`src/rtl/core/rgc_pkg.sv`:
```
// ----------------------------------------------------------------------------
// rgc_pkg: shared types and constants for the readability grade counter
// Byte classes, grade formula weights, field widths and the control bundle
// passed from the sequencer to the datapath.
// ----------------------------------------------------------------------------
package rgc_pkg;

  // payload widths
  localparam int BYTE_W    = 8;
  localparam int FIELD_W   = 16;
  localparam int GRADE_W   = 5;

  // default tally width
  localparam int COUNT_BITS_DEF = 16;

  // largest value of a 16-bit result field
  localparam int FIELD_MAX = 65535;

  // grade formula weights, all scaled by 100
  localparam int LETTER_MUL = 588;
  localparam int SENT_MUL   = 2960;
  localparam int WORD_MUL   = 1580;
  localparam int DEN_MUL    = 100;

  // top of the grade scale ("16+")
  localparam int GRADE_MAX = 16;

  // quotient bits resolved by the divider, one per cycle
  localparam int QUOT_STEPS = GRADE_W;
  localparam int STEP_W     = $clog2(QUOT_STEPS);

  // character codes
  localparam logic [BYTE_W-1:0] CH_SPACE  = 8'h20;
  localparam logic [BYTE_W-1:0] CH_TAB    = 8'h09;
  localparam logic [BYTE_W-1:0] CH_CR     = 8'h0D;
  localparam logic [BYTE_W-1:0] CH_PERIOD = 8'h2E;
  localparam logic [BYTE_W-1:0] CH_BANG   = 8'h21;
  localparam logic [BYTE_W-1:0] CH_QUERY  = 8'h3F;
  localparam logic [BYTE_W-1:0] CH_UC_A   = 8'h41;
  localparam logic [BYTE_W-1:0] CH_UC_Z   = 8'h5A;
  localparam logic [BYTE_W-1:0] CH_LC_A   = 8'h61;
  localparam logic [BYTE_W-1:0] CH_LC_Z   = 8'h7A;

  // sequencer to datapath commands
  typedef struct packed {
    logic count_en;   // a byte beat is taken: update tallies
    logic capture;    // that beat closes the text: latch operands, clear tallies
    logic mul;        // form the weighted products
    logic sum;        // combine products into the signed numerator
    logic prep;       // load divider remainder and divisor
    logic div_step;   // resolve one quotient bit
    logic load_out;   // write the result register
  } cmd_t;

  function automatic logic is_letter(input logic [BYTE_W-1:0] c);
    return ((c >= CH_UC_A) && (c <= CH_UC_Z)) || ((c >= CH_LC_A) && (c <= CH_LC_Z));
  endfunction

  function automatic logic is_space(input logic [BYTE_W-1:0] c);
    return (c == CH_SPACE) || ((c >= CH_TAB) && (c <= CH_CR));
  endfunction

  function automatic logic is_term(input logic [BYTE_W-1:0] c);
    return (c == CH_PERIOD) || (c == CH_BANG) || (c == CH_QUERY);
  endfunction

endpackage

```
`src/rtl/core/rgc_if.sv`:
```
// ----------------------------------------------------------------------------
// rgc_if: valid/ready channels of the readability grade counter
// rgc_in_if carries text bytes, rgc_out_if carries grade results.
// ----------------------------------------------------------------------------
interface rgc_in_if;
  logic                      valid;
  logic                      ready;
  logic [rgc_pkg::BYTE_W-1:0] text_byte;
  logic                      end_of_text;

  modport source (output valid, output text_byte, output end_of_text, input ready);
  modport sink   (input valid, input text_byte, input end_of_text, output ready);
endinterface

interface rgc_out_if;
  logic                        valid;
  logic                        ready;
  logic [rgc_pkg::GRADE_W-1:0] grade;
  logic [rgc_pkg::FIELD_W-1:0] letter_total;
  logic [rgc_pkg::FIELD_W-1:0] word_total;
  logic [rgc_pkg::FIELD_W-1:0] sentence_total;

  modport source (output valid, output grade, output letter_total, output word_total,
                  output sentence_total, input ready);
  modport sink   (input valid, input grade, input letter_total, input word_total,
                  input sentence_total, output ready);
endinterface

```
`src/rtl/core/rgc_ctrl.sv`:
```
// ----------------------------------------------------------------------------
// rgc_ctrl: sequencer of the readability grade counter
// Takes byte beats while counting, then walks the grade computation
// (multiply, sum, divider setup, five divide steps) and loads the result.
// ----------------------------------------------------------------------------
module rgc_ctrl (
  input  logic          clk,
  input  logic          rst_n,
  input  logic          in_valid,
  input  logic          in_end,
  output logic          in_ready,
  output logic          out_valid,
  input  logic          out_ready,
  output rgc_pkg::cmd_t cmd
);
  import rgc_pkg::*;

  typedef enum logic [2:0] {
    ST_COUNT,
    ST_MUL,
    ST_SUM,
    ST_PREP,
    ST_DIV,
    ST_DONE
  } state_t;

  state_t            state_r, state_nxt;
  logic              out_valid_r, out_valid_nxt;
  logic [STEP_W-1:0] step_r, step_nxt;
  logic              in_take;
  logic              out_free;

  assign in_ready  = (state_r == ST_COUNT);
  assign in_take   = in_valid && in_ready;
  assign out_valid = out_valid_r;
  // result register can take a new result this cycle
  assign out_free  = !out_valid_r || out_ready;

  // command decode
  always_comb begin
    cmd          = '0;
    cmd.count_en = in_take;
    cmd.capture  = in_take && in_end;
    cmd.mul      = (state_r == ST_MUL);
    cmd.sum      = (state_r == ST_SUM);
    cmd.prep     = (state_r == ST_PREP);
    cmd.div_step = (state_r == ST_DIV);
    cmd.load_out = (state_r == ST_DONE) && out_free;
  end

  // next state
  always_comb begin
    state_nxt     = state_r;
    step_nxt      = step_r;
    out_valid_nxt = out_valid_r;
    if (out_valid_r && out_ready) begin
      out_valid_nxt = 1'b0;
    end
    unique case (state_r)
      ST_COUNT: begin
        if (in_take && in_end) begin
          state_nxt = ST_MUL;
        end
      end
      ST_MUL:  state_nxt = ST_SUM;
      ST_SUM:  state_nxt = ST_PREP;
      ST_PREP: begin
        step_nxt  = STEP_W'(QUOT_STEPS - 1);
        state_nxt = ST_DIV;
      end
      ST_DIV: begin
        step_nxt = step_r - 1'b1;
        if (step_r == '0) begin
          state_nxt = ST_DONE;
        end
      end
      ST_DONE: begin
        if (out_free) begin
          out_valid_nxt = 1'b1;
          state_nxt     = ST_COUNT;
        end
      end
      default: state_nxt = ST_COUNT;
    endcase
  end

  // state and registered outputs
  always_ff @(posedge clk) begin
    if (!rst_n) begin
      state_r     <= ST_COUNT;
      out_valid_r <= 1'b0;
      step_r      <= '0;
    end else begin
      state_r     <= state_nxt;
      out_valid_r <= out_valid_nxt;
      step_r      <= step_nxt;
    end
  end

endmodule

```
`src/rtl/core/rgc_datapath.sv`:
```
// ----------------------------------------------------------------------------
// rgc_datapath: tallies and grade arithmetic of the readability grade counter
// Saturating byte-class tallies, weighted products, signed numerator and a
// restoring divider that resolves one quotient bit per step.
// ----------------------------------------------------------------------------
module rgc_datapath #(
  parameter int COUNT_BITS = rgc_pkg::COUNT_BITS_DEF
) (
  input  logic                        clk,
  input  logic                        rst_n,
  input  rgc_pkg::cmd_t               cmd,
  input  logic [rgc_pkg::BYTE_W-1:0]  text_byte,
  output logic [rgc_pkg::GRADE_W-1:0] grade,
  output logic [rgc_pkg::FIELD_W-1:0] letter_total,
  output logic [rgc_pkg::FIELD_W-1:0] word_total,
  output logic [rgc_pkg::FIELD_W-1:0] sentence_total
);
  import rgc_pkg::*;

  localparam int CB    = COUNT_BITS;
  localparam int PL_W  = CB + 10;   // 588 * letters
  localparam int PS_W  = CB + 12;   // 2960 * sentences
  localparam int PW_W  = CB + 11;   // 1580 * words
  localparam int DEN_W = CB + 7;    // 100 * words
  localparam int NUM_W = CB + 14;   // signed numerator
  localparam int DIV_W = CB + 15;   // 2*|num| + den
  localparam int EXT_W = (CB > FIELD_W) ? CB : FIELD_W;

  // tallies (control state: cleared at reset and after each text)
  logic [CB-1:0] letter_r, letter_nxt;
  logic [CB-1:0] space_r, space_nxt;
  logic [CB-1:0] sent_r, sent_nxt;

  // operands of the text being graded
  logic [CB-1:0] op_l_r, op_w_r, op_s_r;

  logic [PL_W-1:0]  pl_r;
  logic [PS_W-1:0]  ps_r;
  logic [PW_W-1:0]  pw_r;
  logic [DEN_W-1:0] den_r;
  logic [NUM_W-1:0] num_r;
  logic [NUM_W-1:0] mag;
  logic             neg_r;
  logic [DIV_W-1:0] rem_r;
  logic [DIV_W-1:0] dsh_r;
  logic [GRADE_W-1:0] quot_r;
  logic             fits;

  logic [GRADE_W-1:0] grade_r;
  logic [FIELD_W-1:0] l_tot_r, w_tot_r, s_tot_r;

  logic [EXT_W-1:0] l_ext, w_ext, s_ext;

  // saturating increment
  function automatic logic [CB-1:0] bump(input logic [CB-1:0] v);
    return (v == '1) ? v : v + 1'b1;
  endfunction

  // tally update for the current byte
  always_comb begin
    letter_nxt = letter_r;
    space_nxt  = space_r;
    sent_nxt   = sent_r;
    priority if (is_letter(text_byte)) begin
      letter_nxt = bump(letter_r);
    end else if (is_space(text_byte)) begin
      space_nxt = bump(space_r);
    end else if (is_term(text_byte)) begin
      sent_nxt = bump(sent_r);
    end
  end

  always_ff @(posedge clk) begin
    if (!rst_n) begin
      letter_r <= '0;
      space_r  <= '0;
      sent_r   <= '0;
    end else if (cmd.capture) begin
      letter_r <= '0;
      space_r  <= '0;
      sent_r   <= '0;
    end else if (cmd.count_en) begin
      letter_r <= letter_nxt;
      space_r  <= space_nxt;
      sent_r   <= sent_nxt;
    end
  end

  // magnitude of the numerator
  assign mag  = num_r[NUM_W-1] ? (~num_r + 1'b1) : num_r;
  // divisor fits in the remainder
  assign fits = (rem_r >= dsh_r);

  // grade arithmetic
  always_ff @(posedge clk) begin
    if (cmd.capture) begin
      op_l_r <= letter_nxt;
      op_w_r <= bump(space_nxt);
      op_s_r <= sent_nxt;
    end
    if (cmd.mul) begin
      pl_r  <= PL_W'(op_l_r) * PL_W'(LETTER_MUL);
      ps_r  <= PS_W'(op_s_r) * PS_W'(SENT_MUL);
      pw_r  <= PW_W'(op_w_r) * PW_W'(WORD_MUL);
      den_r <= DEN_W'(op_w_r) * DEN_W'(DEN_MUL);
    end
    if (cmd.sum) begin
      num_r <= NUM_W'(pl_r) - NUM_W'(ps_r) - NUM_W'(pw_r);
    end
    // rounding: q = (2|num| + den) / (2 den); divisor starts at (2 den) << 4
    if (cmd.prep) begin
      neg_r  <= num_r[NUM_W-1];
      rem_r  <= (DIV_W'(mag) << 1) + DIV_W'(den_r);
      dsh_r  <= DIV_W'(den_r) << (QUOT_STEPS);
      quot_r <= '0;
    end
    if (cmd.div_step) begin
      if (fits) begin
        rem_r <= rem_r - dsh_r;
      end
      quot_r <= {quot_r[GRADE_W-2:0], fits};
      dsh_r  <= dsh_r >> 1;
    end
    // top quotient bit set means the grade is at least 16
    if (cmd.load_out) begin
      priority if (neg_r) begin
        grade_r <= '0;
      end else if (quot_r[GRADE_W-1]) begin
        grade_r <= GRADE_W'(GRADE_MAX);
      end else begin
        grade_r <= quot_r;
      end
      l_tot_r <= (l_ext > EXT_W'(FIELD_MAX)) ? FIELD_W'(FIELD_MAX) : FIELD_W'(l_ext);
      w_tot_r <= (w_ext > EXT_W'(FIELD_MAX)) ? FIELD_W'(FIELD_MAX) : FIELD_W'(w_ext);
      s_tot_r <= (s_ext > EXT_W'(FIELD_MAX)) ? FIELD_W'(FIELD_MAX) : FIELD_W'(s_ext);
    end
  end

  assign l_ext = EXT_W'(op_l_r);
  assign w_ext = EXT_W'(op_w_r);
  assign s_ext = EXT_W'(op_s_r);

  assign grade          = grade_r;
  assign letter_total   = l_tot_r;
  assign word_total     = w_tot_r;
  assign sentence_total = s_tot_r;

endmodule

```
`src/rtl/core/readability_grade_counter.sv`:
```
// ----------------------------------------------------------------------------
// readability_grade_counter: Coleman-Liau grade of a byte stream
// Counts letters, whitespace and sentence ends and grades each text.
// ----------------------------------------------------------------------------
// Usage:
//   in_ch  takes one text byte per beat; end_of_text marks the last byte,
//          which is counted like the others.
//   out_ch gives one result per text: grade (0..16) and the letter, word
//          and sentence totals, each clipped to 16 bits.
// Sequence: ordinary bytes are counted as they are taken. The last byte
//   of a text starts the grade computation: a multiply state, a sum state,
//   a divider setup state and a divide step for each quotient bit of the
//   restoring divider, then the result is loaded. in_ch.ready is low from
//   the last byte until the result is loaded, so the next text waits.
// Stall: the result register holds until out_ch takes it; counting of the
//   next text continues meanwhile, and a further last byte waits in the
//   load cycle until the register is free.
// Reset: synchronous active-low rst_n clears the tallies, the sequencer and
//   out_ch.valid.
// ----------------------------------------------------------------------------
module readability_grade_counter #(
  parameter int COUNT_BITS = rgc_pkg::COUNT_BITS_DEF
) (
  input  logic      clk,
  input  logic      rst_n,
  rgc_in_if.sink    in_ch,
  rgc_out_if.source out_ch
);
  import rgc_pkg::*;

  cmd_t cmd;
  logic in_ready;
  logic out_valid;

  rgc_ctrl u_ctrl (
    .clk       (clk),
    .rst_n     (rst_n),
    .in_valid  (in_ch.valid),
    .in_end    (in_ch.end_of_text),
    .in_ready  (in_ready),
    .out_valid (out_valid),
    .out_ready (out_ch.ready),
    .cmd       (cmd)
  );

  rgc_datapath #(
    .COUNT_BITS (COUNT_BITS)
  ) u_datapath (
    .clk            (clk),
    .rst_n          (rst_n),
    .cmd            (cmd),
    .text_byte      (in_ch.text_byte),
    .grade          (out_ch.grade),
    .letter_total   (out_ch.letter_total),
    .word_total     (out_ch.word_total),
    .sentence_total (out_ch.sentence_total)
  );

  assign in_ch.ready  = in_ready;
  assign out_ch.valid = out_valid;

  // no byte beat is taken while a grade is in flight
  a_busy_after_last: assert property (@(posedge clk) disable iff (!rst_n)
    (in_ch.valid && in_ch.ready && in_ch.end_of_text) |=> !in_ch.ready)
    else $error("byte taken right after end of text");

  // grade stays on its scale
  a_grade_range: assert property (@(posedge clk) disable iff (!rst_n)
    out_ch.valid |-> (out_ch.grade <= GRADE_W'(GRADE_MAX)))
    else $error("grade above 16");

  // every text has at least one word
  a_word_nonzero: assert property (@(posedge clk) disable iff (!rst_n)
    out_ch.valid |-> (out_ch.word_total != '0))
    else $error("word total of zero");

endmodule
```
`src/flat_wrapper.sv`:
```
// flat-port wrapper written by rule: the top's interface ports become plain ports
module readability_grade_counter_flat import rgc_pkg::*;
#(
  parameter int COUNT_BITS = rgc_pkg::COUNT_BITS_DEF
)
  (clk, rst_n, in_ch_valid, in_ch_text_byte, in_ch_end_of_text, in_ch_ready, out_ch_valid, out_ch_grade, out_ch_letter_total, out_ch_word_total, out_ch_sentence_total, out_ch_ready);
  rgc_in_if in_ch_i ();
  rgc_out_if out_ch_i ();
  input  logic clk;
  input  logic rst_n;
  input wire logic [$bits(in_ch_i.valid)-1:0] in_ch_valid;
  input wire logic [$bits(in_ch_i.text_byte)-1:0] in_ch_text_byte;
  input wire logic [$bits(in_ch_i.end_of_text)-1:0] in_ch_end_of_text;
  output wire logic [$bits(in_ch_i.ready)-1:0] in_ch_ready;
  output wire logic [$bits(out_ch_i.valid)-1:0] out_ch_valid;
  output wire logic [$bits(out_ch_i.grade)-1:0] out_ch_grade;
  output wire logic [$bits(out_ch_i.letter_total)-1:0] out_ch_letter_total;
  output wire logic [$bits(out_ch_i.word_total)-1:0] out_ch_word_total;
  output wire logic [$bits(out_ch_i.sentence_total)-1:0] out_ch_sentence_total;
  input wire logic [$bits(out_ch_i.ready)-1:0] out_ch_ready;
  assign in_ch_i.valid = in_ch_valid;
  assign in_ch_i.text_byte = in_ch_text_byte;
  assign in_ch_i.end_of_text = in_ch_end_of_text;
  assign in_ch_ready = in_ch_i.ready;
  assign out_ch_valid = out_ch_i.valid;
  assign out_ch_grade = out_ch_i.grade;
  assign out_ch_letter_total = out_ch_i.letter_total;
  assign out_ch_word_total = out_ch_i.word_total;
  assign out_ch_sentence_total = out_ch_i.sentence_total;
  assign out_ch_i.ready = out_ch_ready;
  readability_grade_counter #(.COUNT_BITS(COUNT_BITS)) u_core (.clk(clk), .rst_n(rst_n), .in_ch(in_ch_i), .out_ch(out_ch_i));
endmodule
```
`config.mk`:
```
export PLATFORM = sky130hd
export DESIGN_NAME = readability_grade_counter_flat
export DESIGN_NICKNAME = d
export VERILOG_FILES = /design/src/rtl/core/rgc_pkg.sv /design/src/rtl/core/rgc_if.sv /design/src/rtl/core/rgc_ctrl.sv /design/src/rtl/core/rgc_datapath.sv /design/src/rtl/core/readability_grade_counter.sv /design/src/flat_wrapper.sv
export SDC_FILE = /design/constraint.sdc
export NUM_CORES = 1
export LEC_CHECK = 0
export BUFFER_PORTS_ARGS = -buffer_cell sky130_fd_sc_hd__buf_2
export CORE_MARGIN = 2
export CORE_UTILIZATION = 45
export DETAILED_ROUTE_END_ITERATION = 8
export GPL_ROUTABILITY_DRIVEN = 0
export SLEW_MARGIN = 40
export SYNTH_ARGS = -nofsm -noshare
export SYNTH_HDL_FRONTEND = slang
export SYNTH_SLANG_ARGS = --single-unit
```
`constraint.sdc`:
```
create_clock -name clk -period 8.2 [get_ports clk]
set_input_delay 0.41 -clock clk [delete_from_list [all_inputs] [get_ports clk]]
set_output_delay 0.41 -clock clk [all_outputs]
set_load 0.05 [all_outputs]
```
Word level (Yosys, flattened, before mapping)
Index checks and enable logic that the tools add are counted.
- reductions and logical operators: 19
- multiply operators: 4
- bitwise logic cells: 2
- muxes and demuxes: 27
- equality and inequality tests: 16
- $add $sub $neg: 10
- magnitude comparators: 10
- operator list (kind ; number):
    16-bit 2-to-1 mux ; 10
    31-bit 2-to-1 mux ; 3
    16-bit by 1-bit adder with 16-bit output (second input constant) ; 4
    16-bit == test (second input constant) ; 4
    16-bit greater-than comparator (second input constant) ; 3
    16-bit by 8-bit multiplier with 24-bit output (second input constant) ; 2
    8-bit by 6-bit == test with 1-bit output (second input constant) ; 4
    31-bit by 23-bit adder with 31-bit output ; 1
    31-bit by 28-bit >= comparator with 1-bit output ; 1
    31-bit by 28-bit subtractor with 31-bit output ; 1
    30-bit by 1-bit adder with 30-bit output (second input constant) ; 1
    30-bit 2-to-1 mux ; 1
    30-bit inverter ; 1
    29-bit by 28-bit subtractor with 30-bit output ; 1
    26-bit by 28-bit subtractor with 29-bit output ; 1
    28-bit 2-to-1 mux ; 1
    27-bit 2-to-1 mux ; 1
    16-bit by 9-bit multiplier with 25-bit output (second input constant) ; 1
    16-bit by 5-bit multiplier with 21-bit output (second input constant) ; 1
    3-bit case mux with 6 select lines ; 1
    8-bit by 7-bit >= comparator with 1-bit output (second input constant) ; 2
    8-bit by 7-bit <= comparator with 1-bit output (second input constant) ; 2
    5-bit 2-to-1 mux ; 3
    3-bit 2-to-1 mux ; 3
    18 further kinds ; 35
- flip-flop bits (word level): 345
- output and inout port bits: 55

Logic depth before layout (Yosys ltp)
- word-level depth: 7
- depth in mapped cells: 22
- mapped depth without buffers: 22

Cells and area by module
Synthesis repeated with hierarchy kept, for this count alone.
- cells, all modules: 2659
- area total of the unflattened synthesis: 26534.2 um2
- modules (own cells, without submodules) (module ; seq. area each (um2) ; instances ; cells each ; area each (um2)):
    rgc_datapath ; 9268.9 ; 1 ; 2609 ; 26090.0
    rgc_ctrl ; 140.1 ; 1 ; 50 ; 444.2

Worst setup path before layout
OpenSTA, ideal clock, no wires.
- path type: reg-to-reg
- start: register u_core.u_ctrl.state_r[0]
- end: register u_core.u_datapath.den_r[10] (enable)
- arrival: 7.394 ns
- library setup time: 0.678 ns
- clock period less this slack: 8.072 ns
- path slack: 0.128 ns
- required time: 7.522 ns
- cell stages (with the launch flop): 3
- path through: dfxtp_1 clkbuf_1 nor3b_1
- cells in the longest elaborated chain, start to end: 1
- ends and longest elaborated chain (item ; line ; RTL):
    from (decl) ; rgc_ctrl.sv:27 ; state_t state_r, state_nxt;
    from (signal assigned) ; rgc_ctrl.sv:94 ; state_r <= state_nxt;
    3-bit by 1-bit == test with 1-bit output ; rgc_ctrl.sv:44 ; cmd.mul = (state_r == ST_MUL);
    to (signal assigned) ; rgc_datapath.sv:105 ; den_r <= DEN_W'(op_w_r) * DEN_W'(DEN_MUL);
    to (decl) ; rgc_datapath.sv:40 ; logic [DEN_W-1:0] den_r;
Every way passes these cells.
A chain may end at the register's enable or synchronous reset.

Worst setup path in the final report
- start: register u_core.u_datapath.op_w_r[1]
- end: register u_core.u_datapath.pw_r[25], data pin
- cells in the longest elaborated chain, start to end: 1
- ends and longest elaborated chain (item ; line ; RTL):
    from (decl) ; rgc_datapath.sv:35 ; logic [CB-1:0] op_l_r, op_w_r, op_s_r;
    from (signal assigned) ; rgc_datapath.sv:98 ; op_w_r <= bump(space_nxt);
    16-bit by 9-bit multiplier with 25-bit output ; rgc_datapath.sv:104 ; pw_r <= PW_W'(op_w_r) * PW_W'(WORD_MUL);
    to (signal assigned) ; rgc_datapath.sv:104 ;
    to (decl) ; rgc_datapath.sv:39 ; logic [PW_W-1:0] pw_r;
Every way passes these cells.

==> results.py <==
metrics = {
    "clock_tree": {
        "ctsResizeCount": 0,
        "cts_buffers": 42,
        "h-tree-depth": 2,
        "root_buffer": "clkbuf_16",
        "cts_max_path_buffers": 3,
        "cts_hold_buf": 0,
        "clock_sinks": 342,
        "post_cts_buffers": 0,
        "clk_pin_slew_worst_paths_ns": 0.06,
        "cts_tree": "yes",
        "clock_latency_ns": 0.59,
    },
    "synthesis": {
        "synth_area_mm2": 0.0262,
        "synth_area_leader_cell": "edfxtp_1",
        "synthTopCellsByArea": "edfxtp_1, ha_1, fa_1",
        "synth_area_per_cell_um2": 9.88,
        "async_reset_ff_share_pct": 0,
        "yosysSeqAreaShare_pct": 35.9,
        "ys_types": 74,
        "ys_top_cells_by_count": "inv_1, ha_1, edfxtp_1, nand2_1, nor2_1",
        "ys_ff_latch": 342,
        "synth_most_common_cell": "inv_1",
        "ys.flop_type": "edfxtp_1",
        "synthCells": 2649,
        "synth.top_cell.area_share_pct": 29.4,
        "synth_edf_count": 256,
        "ys_warn_count": 0,
        "syn-num-nets": 3102,
    },
    "worst_hold_path": {
        "min_delay_path_depth": 3,
        "min_to": "u_core.u_ctrl.state_r[2]",
        "hold_path.class": "primary input to register",
        "min_from": "rst_n",
    },
    "timing": {
        "rsz0062_at_grt": "false",
        "final_hold_viol_count": 0,
        "max_slew_margin_pct": 48.2,
        "tns_ns": 0,
        "period_share_pct": 63.5,
        "period_needed_ns": 5.20,
        "finalClockSkew_ns": 0.0336,
        "setup_violations": 0,
        "slew_violations": 0,
        "whs_ns": 0.194,
        "clock.fmax_mhz": 192,
        "worst_pin_slew_ns": 0.777,
    },
    "floorplanning": {
        "fp-row-count": 88,
        "fp.dieH_um": 245,
        "num_io_pins": 68,
        "start_util_pct": 45.5,
        "die_w_um": 245,
        "core_area_mm2": 0.0576,
        "die_area_mm2": 0.0601,
    },
    "grt": {
        "grt-ovfl-total": 0,
        "antenna_found_initial": 0,
        "grt_pass1_wl_um": 94800,
        "grt_usage_pct": 19.4,
        "grt_pass1_vias": 19000,
        "grt_max_degree": 64,
    },
    "placed_design": {
        "portBuffers": 67,
        "dp.cells": 3446,
        "dpl.hpwl_um": 44900,
    },
    "worst_setup_path": {
        "cp.required_ns": 8.53,
        "r2r-end": "u_core.u_datapath.pw_r[25]",
        "path_class": "register to register",
        "start_kind": "register",
        "cp-end-kind": "register",
        "critPathArrivalTime_ns": 5.53,
        "reg2reg_depth": 16,
        "critPathMaxFanout": 5,
        "r2r_slack_ns": 3.00,
        "r2r-start": "u_core.u_datapath.op_w_r[1]",
    },
    "cells_and_area": {
        "drive_gt1_share_pct": 6.81,
        "fin_nets": 3179,
        "areaGrowthSynthToFinish_pct": 10.2,
        "finish.utilization_pct": 50.1,
        "final_cells": 3525,
        "num_antenna_cells": 0,
    },
    "status": {
        "status": "completed",
    },
    "drt": {
        "avgRoutedWirePerCell_um": 16.2,
        "first_pass_iters": 6,
        "route.antenna.remaining_nets": 0,
        "totalWireLength_um": 57000,
        "drt-initial-drc-count": 949,
        "via_count": 18500,
        "via_per_inst": 5.26,
        "drc": 0,
    },
    "power_and_ir_drop": {
        "peakVddDrop_v": 0.000161,
        "p_per_area_mw_per_mm2": 334,
        "power_leakage_nw": 12.7,
    },
    "job": {
        "maxCapViolations": 0,
    },
}
-- state kept, by name, summed over array words and instances (netlist names) --
| name | cells |
|---|---|
| u_core.u_datapath.word_total | 16 |
| u_core.u_ctrl.step_r | 3 |
| u_core.u_datapath.rem_r | 31 |
| u_core.u_datapath.sent_r | 16 |
| u_core.u_datapath.pw_r | 24 |
| u_core.u_datapath.letter_total | 16 |
| u_core.u_datapath.sentence_total | 16 |
| u_core.u_datapath.op_w_r | 16 |
| u_core.u_ctrl.state_r | 3 |
| u_core.u_datapath.den_r | 21 |
| u_core.u_datapath.op_s_r | 16 |
| u_core.u_datapath.space_r | 16 |
| u_core.u_datapath.grade | 5 |
| u_core.u_datapath.letter_r | 16 |
| u_core.u_datapath.num_r | 28 |
| u_core.u_datapath.l_ext | 16 |
| u_core.u_ctrl.out_valid | 1 |
| u_core.u_datapath.neg_r | 1 |
| u_core.u_datapath.dsh_r | 28 |
| u_core.u_datapath.ps_r | 24 |
| u_core.u_datapath.pl_r | 24 |
| u_core.u_datapath.quot_r | 5 |
-- critical path: stages (launching register included) --
cell,delay [ns]
edfxtp_1,0.48
ha_1,0.38
fa_1,0.52
inv_1,0.07
fa_1,0.48
fa_1,0.55
inv_1,0.04
ha_1,0.33
o21ai_0,0.39
a21oi_1,0.15
a311oi_1,0.41
o21ai_0,0.16
a31oi_1,0.28
nor2b_1,0.08
o21a_1,0.19
o41ai_1,0.35
xnor2_1,0.10
-- power breakdown --
part           internal, W  switching, W  total, W
clock network      0.00112      0.000777   0.00190
logic              0.00222       0.00292   0.00514
registers          0.00242      0.000189   0.00261
-- stage by stage --
stage / setup WS (ns) / instance area (µm²) / total power, W
final: 3.00 / 28800 / 0.00964
after global routing: 2.62 / 28800 / 0.0105
after CTS: 3.00 / 28800 / 0.00972
after detailed placement: 3.03 / 27400 / 0.00775
after global placement: 3.24 / 27400 / 0.00764
after floorplan: 0.128 / 26200 / 0.00661
-- metal layers --
| layer | vias up | part of all wire, % | GRT usage [%] |
|---|---|---|---|
| li1 | 9353 | - | - |
| met1 | 8814 | 47 | 26.0 |
| met2 | 295 | 47 | 33.0 |
| met3 | 83 | 3.7 | 2.60 |
| met4 | 0 | 2.1 | 4.97 |
| met5 | - | 0 | 0 |
-- layout make-up --
class	count	area (µm²)
repair buffers	81	453
clock buffers	52	1170
fillers	5220	28700
multi-input cells	1891	15200
flip-flops and latches	342	9410
clock inverters	26	264
well taps	765	957
inverters	368	1380
-- how the worst max path moves through the flow --
stage	startpoint	to
final	u_core.u_datapath.op_w_r[1]	u_core.u_datapath.pw_r[25]
after global routing	u_core.u_datapath.op_w_r[1]	u_core.u_datapath.pw_r[25]
after CTS	u_core.u_datapath.op_w_r[1]	u_core.u_datapath.pw_r[25]
after detailed placement	u_core.u_datapath.op_w_r[1]	u_core.u_datapath.pw_r[25]
after global placement	u_core.u_datapath.op_w_r[1]	u_core.u_datapath.pw_r[25]
after floorplan	u_core.u_ctrl.state_r[0]	u_core.u_datapath.den_r[10]
-- cell families after synthesis --
| kind of cell | share of synthesized area [%] |
|---|---|
| adders and majority gates | 24.2 |
| and+or+nand+nor | 12.1 |
| buffers and inverters | 6.06 |
| muxes | 0.727 |
| DFF | 35.9 |
| xor gates and xnor gates | 8.16 |
| AOI/OAI and AO/OA | 12.7 |
-- cells in the final DEF, fill, tap and decap left out, drive strengths merged, types with 6 or more instances in the layout --
cell,synthesis,layout
clkinv,0,17
nand2b,31,31
ha,328,328
inv,368,372
nor2,178,178
o21a,25,25
or3,23,23
edfxtp,256,256
buf,8,81
o41ai,6,6
nand2,186,186
o31ai,16,16
a41oi,6,6
xnor2,168,168
a31oi,32,32
nand3,68,68
o211ai,13,13
clkbuf,40,52
a211oi,17,17
and3,31,31
nor4,11,11
o21bai,21,21
nand3b,7,7
dfxtp,86,86
and2,19,19
or2,8,8
nand4,13,13
fa,112,112
nor3,39,39
nor2b,23,23
xor2,76,76
o21ai,132,132
a21oi,159,159
a21o,60,60
mux2i,13,13
(Power assumes the default switching activity.)
